$ cat src/rtl/core/dfmt_pkg.sv
// Package for the decimal integer formatter: constants, length-mode codes,
// ASCII codes. No dependencies.
package dfmt_pkg;

    localparam int MAX_FIELD_DEF  = 64;
    localparam int MAX_DIGITS_DEF = 20;
    localparam int PREC_LIMIT     = 40;
    localparam int VALUE_W        = 64;

    localparam logic [1:0] LM_32   = 2'd0;
    localparam logic [1:0] LM_16   = 2'd1;
    localparam logic [1:0] LM_64   = 2'd2;
    localparam logic [1:0] LM_RSVD = 2'd3;   // read as full 64 bits

    localparam logic [6:0] CH_SPACE = 7'h20;
    localparam logic [6:0] CH_PLUS  = 7'h2B;
    localparam logic [6:0] CH_MINUS = 7'h2D;
    localparam logic [6:0] CH_ZERO  = 7'h30;

endpackage

$ cat src/rtl/core/dfmt_if.sv
// Valid/ready channels of the decimal integer formatter.
// Depends on nothing.
interface dfmt_in_if;
    logic        valid;
    logic        ready;
    logic [63:0] value;
    logic        is_unsigned;
    logic [1:0]  length_mode;
    logic        flag_left_align;
    logic        flag_plus;
    logic        flag_space;
    logic [6:0]  field_width;
    logic        precision_given;
    logic [5:0]  precision;
    modport source (output valid, value, is_unsigned, length_mode, flag_left_align,
                    flag_plus, flag_space, field_width, precision_given, precision,
                    input ready);
    modport sink (input valid, value, is_unsigned, length_mode, flag_left_align,
                  flag_plus, flag_space, field_width, precision_given, precision,
                  output ready);
endinterface

interface dfmt_out_if;
    logic       valid;
    logic       ready;
    logic [6:0] out_char;
    logic       is_last;
    logic       is_empty;
    modport source (output valid, out_char, is_last, is_empty, input ready);
    modport sink (input valid, out_char, is_last, is_empty, output ready);
endinterface

$ cat src/rtl/core/decimal_integer_formatter.sv
// Top level of the decimal integer formatter (printf %d/%i/%u field).
// Depends on dfmt_pkg, dfmt_if (dfmt_in_if, dfmt_out_if) and dfmt_cell.
//
//  channel  dir  payload
//  i_in     in   value, is_unsigned, length_mode, flags, field_width, precision
//  o_out    out  out_char, is_last, is_empty
//
// Sequence: accept, 64 conversion steps (one bit into the cell row per
// cycle), setup, then one character per cycle unless o_out.ready stalls;
// an empty field still gives one word.
// Reset: synchronous, active low; clears the sequencer and output valid.
// Stalls: o_out.ready low freezes character emission; i_in.ready is high
// only between items, and may rise while the last word still waits.
module decimal_integer_formatter #(
    parameter int MAX_FIELD  = dfmt_pkg::MAX_FIELD_DEF,
    parameter int MAX_DIGITS = dfmt_pkg::MAX_DIGITS_DEF
) (
    input  logic        i_clk,
    input  logic        i_rst_n,
    dfmt_in_if.sink     i_in,
    dfmt_out_if.source  o_out
);
    localparam int NDW = $clog2(MAX_DIGITS + 1);
    localparam int DIW = (MAX_DIGITS > 1) ? $clog2(MAX_DIGITS) : 1;
    localparam logic [6:0] FIELD_CAP = (MAX_FIELD > 127) ? 7'd127 : 7'(MAX_FIELD);
    localparam logic [5:0] PREC_CAP  = 6'(dfmt_pkg::PREC_LIMIT);

    typedef enum logic [3:0] {
        S_IDLE  = 4'b0001,
        S_CONV  = 4'b0010,
        S_SETUP = 4'b0100,
        S_EMIT  = 4'b1000
    } t_state;

    t_state r_state, n_state;

    // item settings
    logic [63:0] r_mag;
    logic        r_zero;
    logic        r_sgn;
    logic [6:0]  r_sign_ch;
    logic [6:0]  r_w;
    logic [5:0]  r_prec;
    logic        r_pg;
    logic        r_left;
    logic [5:0]  r_cnt;
    logic        r_ovf;

    // emission counters
    logic [6:0]     r_lpad, r_rpad, r_rem;
    logic [5:0]     r_zeros;
    logic [NDW-1:0] r_ndig;

    // output register
    logic       r_oval;
    logic [6:0] r_ochar;
    logic       r_olast, r_oempty;

    // cell row
    logic [3:0] w_dig [MAX_DIGITS];
    logic       w_carry [MAX_DIGITS];
    logic       w_clr, w_shift;
    logic       w_acc;

    assign w_acc   = i_in.valid && i_in.ready;
    assign w_clr   = w_acc;
    assign w_shift = (r_state == S_CONV);

    genvar g;
    generate
        for (g = 0; g < MAX_DIGITS; g++) begin : g_cell
            if (g == 0) begin : g_first
                dfmt_cell u_cell (
                    .i_clk  (i_clk),
                    .i_clr  (w_clr),
                    .i_shift(w_shift),
                    .i_bit  (r_mag[63]),
                    .o_digit(w_dig[g]),
                    .o_carry(w_carry[g])
                );
            end else begin : g_next
                dfmt_cell u_cell (
                    .i_clk  (i_clk),
                    .i_clr  (w_clr),
                    .i_shift(w_shift),
                    .i_bit  (w_carry[g-1]),
                    .o_digit(w_dig[g]),
                    .o_carry(w_carry[g])
                );
            end
        end
    endgenerate

    // input decode: truncate, sign, magnitude, width and precision clamps
    logic [63:0] w_mask, w_x, w_mag;
    logic        w_neg, w_top;
    logic [6:0]  w_w;
    logic [5:0]  w_p;

    always_comb begin
        unique case (i_in.length_mode)
            dfmt_pkg::LM_32: begin
                w_mask = 64'h0000_0000_FFFF_FFFF;
                w_top  = i_in.value[31];
            end
            dfmt_pkg::LM_16: begin
                w_mask = 64'h0000_0000_0000_FFFF;
                w_top  = i_in.value[15];
            end
            default: begin
                w_mask = {64{1'b1}};
                w_top  = i_in.value[63];
            end
        endcase
        w_x   = i_in.value & w_mask;
        w_neg = !i_in.is_unsigned && w_top;
        w_mag = w_neg ? ((~w_x + 64'd1) & w_mask) : w_x;
        w_w   = (i_in.field_width > FIELD_CAP) ? FIELD_CAP : i_in.field_width;
        if (!i_in.precision_given) begin
            w_p = 6'd0;
        end else begin
            w_p = (i_in.precision > PREC_CAP) ? PREC_CAP : i_in.precision;
        end
    end

    // setup: digit count, zeros, padding
    logic [NDW-1:0] w_ndig;
    logic [5:0]     w_zeros;
    logic [6:0]     w_body, w_pad;

    always_comb begin
        w_ndig = '0;
        for (int k = 0; k < MAX_DIGITS; k++) begin
            if (w_dig[k] != 4'd0) w_ndig = NDW'(k + 1);
        end
        if (r_ovf) w_ndig = NDW'(MAX_DIGITS);
        if (w_ndig == '0) w_ndig = NDW'(1);
        if (r_pg && r_prec == 6'd0 && r_zero) w_ndig = '0;
        w_zeros = (r_prec > 6'(w_ndig)) ? r_prec - 6'(w_ndig) : 6'd0;
        w_body  = 7'(r_sgn) + 7'(w_zeros) + 7'(w_ndig);
        w_pad   = (r_w > w_body) ? r_w - w_body : 7'd0;
    end

    // emission
    logic           w_slot;
    logic [DIW-1:0] w_didx;
    assign w_slot = !r_oval || o_out.ready;
    assign w_didx = DIW'(r_ndig - NDW'(1));

    always_comb begin
        n_state = r_state;
        unique case (r_state)
            S_IDLE:  if (w_acc) n_state = S_CONV;
            S_CONV:  if (r_cnt == 6'd63) n_state = S_SETUP;
            S_SETUP: n_state = S_EMIT;
            S_EMIT:  if (w_slot && r_rem <= 7'd1) n_state = S_IDLE;
            default: n_state = S_IDLE;
        endcase
    end

    always_ff @(posedge i_clk) begin
        if (!i_rst_n) begin
            r_state <= S_IDLE;
            r_oval  <= 1'b0;
        end else begin
            r_state <= n_state;
            if (r_state == S_EMIT && w_slot) begin
                r_oval <= 1'b1;
            end else if (o_out.ready) begin
                r_oval <= 1'b0;
            end
        end
    end

    always_ff @(posedge i_clk) begin
        if (w_acc) begin
            r_mag     <= w_mag;
            r_zero    <= (w_mag == 64'd0);
            r_sgn     <= w_neg || (!i_in.is_unsigned && (i_in.flag_plus || i_in.flag_space));
            r_sign_ch <= w_neg ? dfmt_pkg::CH_MINUS :
                         i_in.flag_plus ? dfmt_pkg::CH_PLUS : dfmt_pkg::CH_SPACE;
            r_w       <= w_w;
            r_prec    <= w_p;
            r_pg      <= i_in.precision_given;
            r_left    <= i_in.flag_left_align;
            r_cnt     <= 6'd0;
            r_ovf     <= 1'b0;
        end else if (r_state == S_CONV) begin
            r_mag <= {r_mag[62:0], 1'b0};
            r_cnt <= r_cnt + 6'd1;
            r_ovf <= r_ovf | w_carry[MAX_DIGITS-1];
        end
        if (r_state == S_SETUP) begin
            r_ndig  <= w_ndig;
            r_zeros <= w_zeros;
            r_lpad  <= r_left ? 7'd0 : w_pad;
            r_rpad  <= r_left ? w_pad : 7'd0;
            r_rem   <= w_body + w_pad;
        end else if (r_state == S_EMIT && w_slot) begin
            r_olast  <= (r_rem <= 7'd1);
            r_oempty <= (r_rem == 7'd0);
            if (r_rem != 7'd0) r_rem <= r_rem - 7'd1;
            priority if (r_rem == 7'd0) begin
                r_ochar <= 7'd0;
            end else if (r_lpad != 7'd0) begin
                r_ochar <= dfmt_pkg::CH_SPACE;
                r_lpad  <= r_lpad - 7'd1;
            end else if (r_sgn) begin
                r_ochar <= r_sign_ch;
                r_sgn   <= 1'b0;
            end else if (r_zeros != 6'd0) begin
                r_ochar <= dfmt_pkg::CH_ZERO;
                r_zeros <= r_zeros - 6'd1;
            end else if (r_ndig != '0) begin
                r_ochar <= dfmt_pkg::CH_ZERO + {3'b000, w_dig[w_didx]};
                r_ndig  <= r_ndig - NDW'(1);
            end else begin
                r_ochar <= dfmt_pkg::CH_SPACE;
                r_rpad  <= r_rpad - 7'd1;
            end
        end
    end

    assign i_in.ready     = (r_state == S_IDLE);
    assign o_out.valid    = r_oval;
    assign o_out.out_char = r_ochar;
    assign o_out.is_last  = r_olast;
    assign o_out.is_empty = r_oempty;

endmodule

$ cat src/rtl/core/dfmt_cell.sv
// One BCD digit cell of the binary-to-decimal chain (shift-and-add-3).
// No dependencies.
module dfmt_cell (
    input  logic       i_clk,
    input  logic       i_clr,
    input  logic       i_shift,
    input  logic       i_bit,
    output logic [3:0] o_digit,
    output logic       o_carry
);
    logic [3:0] r_d;
    logic [3:0] w_adj;

    // add 3 if digit >= 5, so the shift carries correctly into the next cell
    assign w_adj   = (r_d >= 4'd5) ? r_d + 4'd3 : r_d;
    assign o_carry = w_adj[3];
    assign o_digit = r_d;

    always_ff @(posedge i_clk) begin
        if (i_clr) begin
            r_d <= 4'd0;
        end else if (i_shift) begin
            r_d <= {w_adj[2:0], i_bit};
        end
    end
endmodule

$ cat src/flat_wrapper.sv
// flat-port wrapper written by rule: the top's interface ports become plain ports
module decimal_integer_formatter_flat 
#(
    parameter int MAX_FIELD  = dfmt_pkg::MAX_FIELD_DEF,
    parameter int MAX_DIGITS = dfmt_pkg::MAX_DIGITS_DEF
)
  (i_clk, i_rst_n, i_in_valid, i_in_value, i_in_is_unsigned, i_in_length_mode, i_in_flag_left_align, i_in_flag_plus, i_in_flag_space, i_in_field_width, i_in_precision_given, i_in_precision, i_in_ready, o_out_valid, o_out_out_char, o_out_is_last, o_out_is_empty, o_out_ready);
  dfmt_in_if i_in_i ();
  dfmt_out_if o_out_i ();
  input  logic i_clk;
  input  logic i_rst_n;
  input wire logic [$bits(i_in_i.valid)-1:0] i_in_valid;
  input wire logic [$bits(i_in_i.value)-1:0] i_in_value;
  input wire logic [$bits(i_in_i.is_unsigned)-1:0] i_in_is_unsigned;
  input wire logic [$bits(i_in_i.length_mode)-1:0] i_in_length_mode;
  input wire logic [$bits(i_in_i.flag_left_align)-1:0] i_in_flag_left_align;
  input wire logic [$bits(i_in_i.flag_plus)-1:0] i_in_flag_plus;
  input wire logic [$bits(i_in_i.flag_space)-1:0] i_in_flag_space;
  input wire logic [$bits(i_in_i.field_width)-1:0] i_in_field_width;
  input wire logic [$bits(i_in_i.precision_given)-1:0] i_in_precision_given;
  input wire logic [$bits(i_in_i.precision)-1:0] i_in_precision;
  output wire logic [$bits(i_in_i.ready)-1:0] i_in_ready;
  output wire logic [$bits(o_out_i.valid)-1:0] o_out_valid;
  output wire logic [$bits(o_out_i.out_char)-1:0] o_out_out_char;
  output wire logic [$bits(o_out_i.is_last)-1:0] o_out_is_last;
  output wire logic [$bits(o_out_i.is_empty)-1:0] o_out_is_empty;
  input wire logic [$bits(o_out_i.ready)-1:0] o_out_ready;
  assign i_in_i.valid = i_in_valid;
  assign i_in_i.value = i_in_value;
  assign i_in_i.is_unsigned = i_in_is_unsigned;
  assign i_in_i.length_mode = i_in_length_mode;
  assign i_in_i.flag_left_align = i_in_flag_left_align;
  assign i_in_i.flag_plus = i_in_flag_plus;
  assign i_in_i.flag_space = i_in_flag_space;
  assign i_in_i.field_width = i_in_field_width;
  assign i_in_i.precision_given = i_in_precision_given;
  assign i_in_i.precision = i_in_precision;
  assign i_in_ready = i_in_i.ready;
  assign o_out_valid = o_out_i.valid;
  assign o_out_out_char = o_out_i.out_char;
  assign o_out_is_last = o_out_i.is_last;
  assign o_out_is_empty = o_out_i.is_empty;
  assign o_out_i.ready = o_out_ready;
  decimal_integer_formatter #(.MAX_FIELD(MAX_FIELD), .MAX_DIGITS(MAX_DIGITS)) u_core (.i_clk(i_clk), .i_rst_n(i_rst_n), .i_in(i_in_i), .o_out(o_out_i));
endmodule
$ cat config.mk
export PLATFORM = sky130hd
export DESIGN_NAME = decimal_integer_formatter_flat
export DESIGN_NICKNAME = d
export VERILOG_FILES = /design/src/rtl/core/dfmt_pkg.sv /design/src/rtl/core/dfmt_if.sv /design/src/rtl/core/decimal_integer_formatter.sv /design/src/rtl/core/dfmt_cell.sv /design/src/flat_wrapper.sv
export SDC_FILE = /design/constraint.sdc
export NUM_CORES = 1
export LEC_CHECK = 0
export BUFFER_PORTS_ARGS = -buffer_cell sky130_fd_sc_hd__clkbuf_2
export CORE_MARGIN = 2
export CORE_UTILIZATION = 56
export DETAILED_ROUTE_END_ITERATION = 16
export GPL_TIMING_DRIVEN = 0
export PLACE_DENSITY = 0.78
export SLEW_MARGIN = 40
export SYNTH_ARGS = -nofsm -noshare
export SYNTH_HDL_FRONTEND = slang
export SYNTH_SLANG_ARGS = --single-unit
$ cat constraint.sdc
create_clock -name i_clk -period 7.9 [get_ports i_clk]
set_input_delay 1.58 -clock i_clk [delete_from_list [all_inputs] [get_ports i_clk]]
set_output_delay 1.58 -clock i_clk [all_outputs]
set_load 0.005 [all_outputs]
==> flow_summary.yaml <==
layout:
  final_cells: 2131
  nFillCells: 2090
  drive_gt1_share_pct: 14.2
  antenna_cells: 0
  nets: 1953
  multiInputGateArea_um2: 8590
  post-route-util_pct: 65.4
  area_growth_pct: 14.6
  seqCellArea_um2: 5350
sta:
  period_needed_ps: 7710
  finClkSkew_ps: 9.38
  hold_slack_ps: 477
  finalCritPeriodShare_pct: 97.6
  drv_slew: 0
  max-slew-margin-rel_pct: 44.6
  hold_viol: 0
  setup_tns_ps: 0
  finalSetupViolations: 0
  worst_slew_pin_slew_ps: 822
  max_freq_mhz: 130
synth:
  netlist.area_leader.share_pct: 24.3
  synth-edff-count: 116
  yosysMostFrequentCell: "o21ai_0"
  synth_fp_nets: 1824
  ys_seq_elements: 209
  synth_top_family_by_area: "simple AND/OR/NAND/NOR gates"
  synthTopCellsByArea: "edfxtp_1 (24%), dfxtp_1 (13%), ha_1 (6.8%)"
  synth-xor-area-share_pct: 7.18
  ys_types: 78
  yosys_warnings: 0
  synth_compound_area_share_pct: 18.1
  synth-async-reset-ratio_pct: 0
  syn_inst: 1654
  muxShareOfSynthArea_pct: 4.36
  synth-simple-area-share_pct: 20.9
  yosysTopAreaCell: "edfxtp_1"
  ys.flop_type: "edfxtp_1"
  syn_avg_cell_area_um2: 8.66
  synth_fa_ha_area_share_pct: 7.37
  seq_area_frac_synth_pct: 37.3
  netlist_area_um2: 14300
  ys_top_cells_by_count: "o21ai_0 (188), nand2_1 (164), a21oi_1 (140)"
route:
  drt_iter0_drc: 1445
  num_vias: 13000
  totalWireLength_um: 39100
  avgRoutedWirePerCell_um: 18.3
  dr.pass1.iters: 6
  post-route-drc-count: 0
  antenna_left: 0
  viasPerCell: 6.12
clocking:
  cts-hold-fix-buffers: 0
  clock_latency_ps: 520
  clk_path_buf_depth: 3
  htree_levels: 1
  numCtsBuffers: 24
  clk_pin_slew_ps: 60
  cts_tree: "yes"
  cts_sinks: 209
  root_buffer: "clkbuf_16"
die:
  initial_utilization_pct: 57.0
  dieWidth_um: 164
  rows: 58
  fp.dieArea_um2: 26900
  io_pins: 99
  core_region_area_um2: 25100
  die_h_um: 164
worst_hold_path:
  hp-start: "u_core.r_cnt[1]$_SDFFE_PP0P_"
  min-delay-path-class: "flop to flop"
placement:
  dpl.hpwl_um: 29000
  gp_congestion: 0.935
  io_buffers: 86
  dp_cells: 2074
global_route:
  grt_max_degree: 44
  antenna_found_initial: 0
  grt_pass1_vias: 12200
  grt-ovfl-total: 0
  grt_pass1_wl_um: 61800
  grt_use_total_pct: 28.5
critical_path:
  r2r-start: "u_core.g_cell[10].g_next.u_cell.o_digit[1]$_SDFFE_PP0P_"
  cp.required_ps: 8260
  crit_path_max_incr_delay_ps: 370
  cp-end-kind: "flop"
  critical_path.startpoint: "u_core.g_cell[10].g_next.u_cell.o_digit[1]$_SDFFE_PP0P_"
  startpoint_type: "flop"
  critPathArrivalTime_ps: 8060
  cp_slowest_cell: "ha_1"
  worst-path-max-fanout: 5
  criticalPathCategory: "flop to flop"
run:
  maxCapViolCount: 0
power:
  p_leak_nw: 6.08
  ir_drop_uv: 145
  power_density_nw_per_um2: 185
run_status:
  outcome: "finished clean"
-- sequential cells by signal, summed over array words and instances (netlist names) --
name	count
u_core.r_pg	1
u_core.r_ovf	1
u_core.r_mag	64
u_core.o_out.valid	1
u_core.r_sgn	1
u_core.r_state	4
u_core.r_lpad	7
u_core.r_zero	1
u_core.r_sign_ch	3
u_core.r_left	1
u_core.r_w	7
u_core.o_out.out_char	6
u_core.r_zeros	6
u_core.o_out.is_empty	1
u_core.g_cell.g_next.u_cell.o_digit	76
u_core.o_out.is_last	1
u_core.g_cell.g_first.u_cell.o_digit	4
u_core.r_prec	6
u_core.r_ndig	5
u_core.r_rem	7
u_core.r_cnt	6
-- cell families after synthesis --
| group | after synthesis |
|---|---|
| DFF | 209 |
| muxes | 32 |
| adders and majority gates | 82 |
| other | 1 |
| and+or+nand+nor | 594 |
| xor gates and xnor gates | 115 |
| AOI/OAI and AO/OA | 446 |
| buffers and inverters | 175 |
-- stage by stage --
| step | setup slack [ps] | cell area, um2 | power, mW |
|---|---|---|---|
| finish | 193 | 16400 | 3.04 |
| detailed placement | -627 | 15300 | 1.86 |
| floorplan | 409 | 14300 | 1.67 |
| global placement | -508 | 15200 | 1.83 |
| global route | -216 | 16400 | 3.15 |
| CTS | -10.4 | 16200 | 2.98 |
-- where the power goes --
part / leakage, nW / internal, mW / total (mW) / switching, mW
clock: 0.393 / 0.661 / 1.11 / 0.453
combinational: 3.82 / 0.271 / 0.673 / 0.402
sequential: 1.86 / 1.23 / 1.25 / 0.0227
-- path summary, 6_finish.rpt --
| path | slack, ps | endpoint | depth (start not counted) |
|---|---|---|---|
| worst min-delay path | 480 | u_core.r_cnt[1]$_SDFFE_PP0P_ | 2 |
| worst max register to register | 190 | u_core.r_rem[6]$_DFFE_PP_ | 41 |
| worst min register to register | 480 | u_core.r_cnt[1]$_SDFFE_PP0P_ | 2 |
| worst max-delay path | 190 | u_core.r_rem[6]$_DFFE_PP_ | 41 |
-- placed cells by master, fill, tap and decap left out, drive strengths merged, types with 24 or more instances in the layout --
master	Yosys	final
o21ai	188	188
dfxtp	93	93
nand3	88	88
buf	15	32
nor3b	37	37
ha	78	78
xor2	37	37
nor2	128	128
nand2	164	164
mux4	24	24
xnor2	77	77
inv	91	92
clkbuf	69	183
nand2b	35	35
edfxtp	116	116
a21oi	142	142
nor4	24	24
-- final cells by class --
class | instances | share of cell area, %
multi-input combinational | 1270 | 52.4
sequential | 209 | 32.6
clock buffer | 28 | 4.00
timing repair buffer | 103 | 3.57
tap | 330 | 2.52
inverter | 91 | 2.08
buffer | 84 | 2.05
clock inverter | 16 | 0.846
-- per-layer routing --
metal  track usage (%)  vias up  share of wire, %
met5                 0        -                 0
li1                  -     6224                 -
met1              38.7     6217                43
met2              47.9      520                48
met4              7.85        0               2.4
met3              3.81       80               6.8
-- worst max-delay path, delay by kind of cell (launching register included) --
family | cells | cell delay [ps]
xor gates and xnor gates | 2 | 450
DFF | 1 | 360
AOI/OAI and AO/OA | 14 | 2400
and+or+nand+nor | 13 | 1780
adders and majority gates | 7 | 1920
buffers and inverters | 5 | 650
-- repair_timing --
item / in CTS / in global routing
buffers inserted: 5 / 8
pin swaps: 4 / 14
endpoints found under the setup margin: 4 / 5
resized for setup: 24 / 38
No activity file was read; power rests on OpenSTA's default activity.
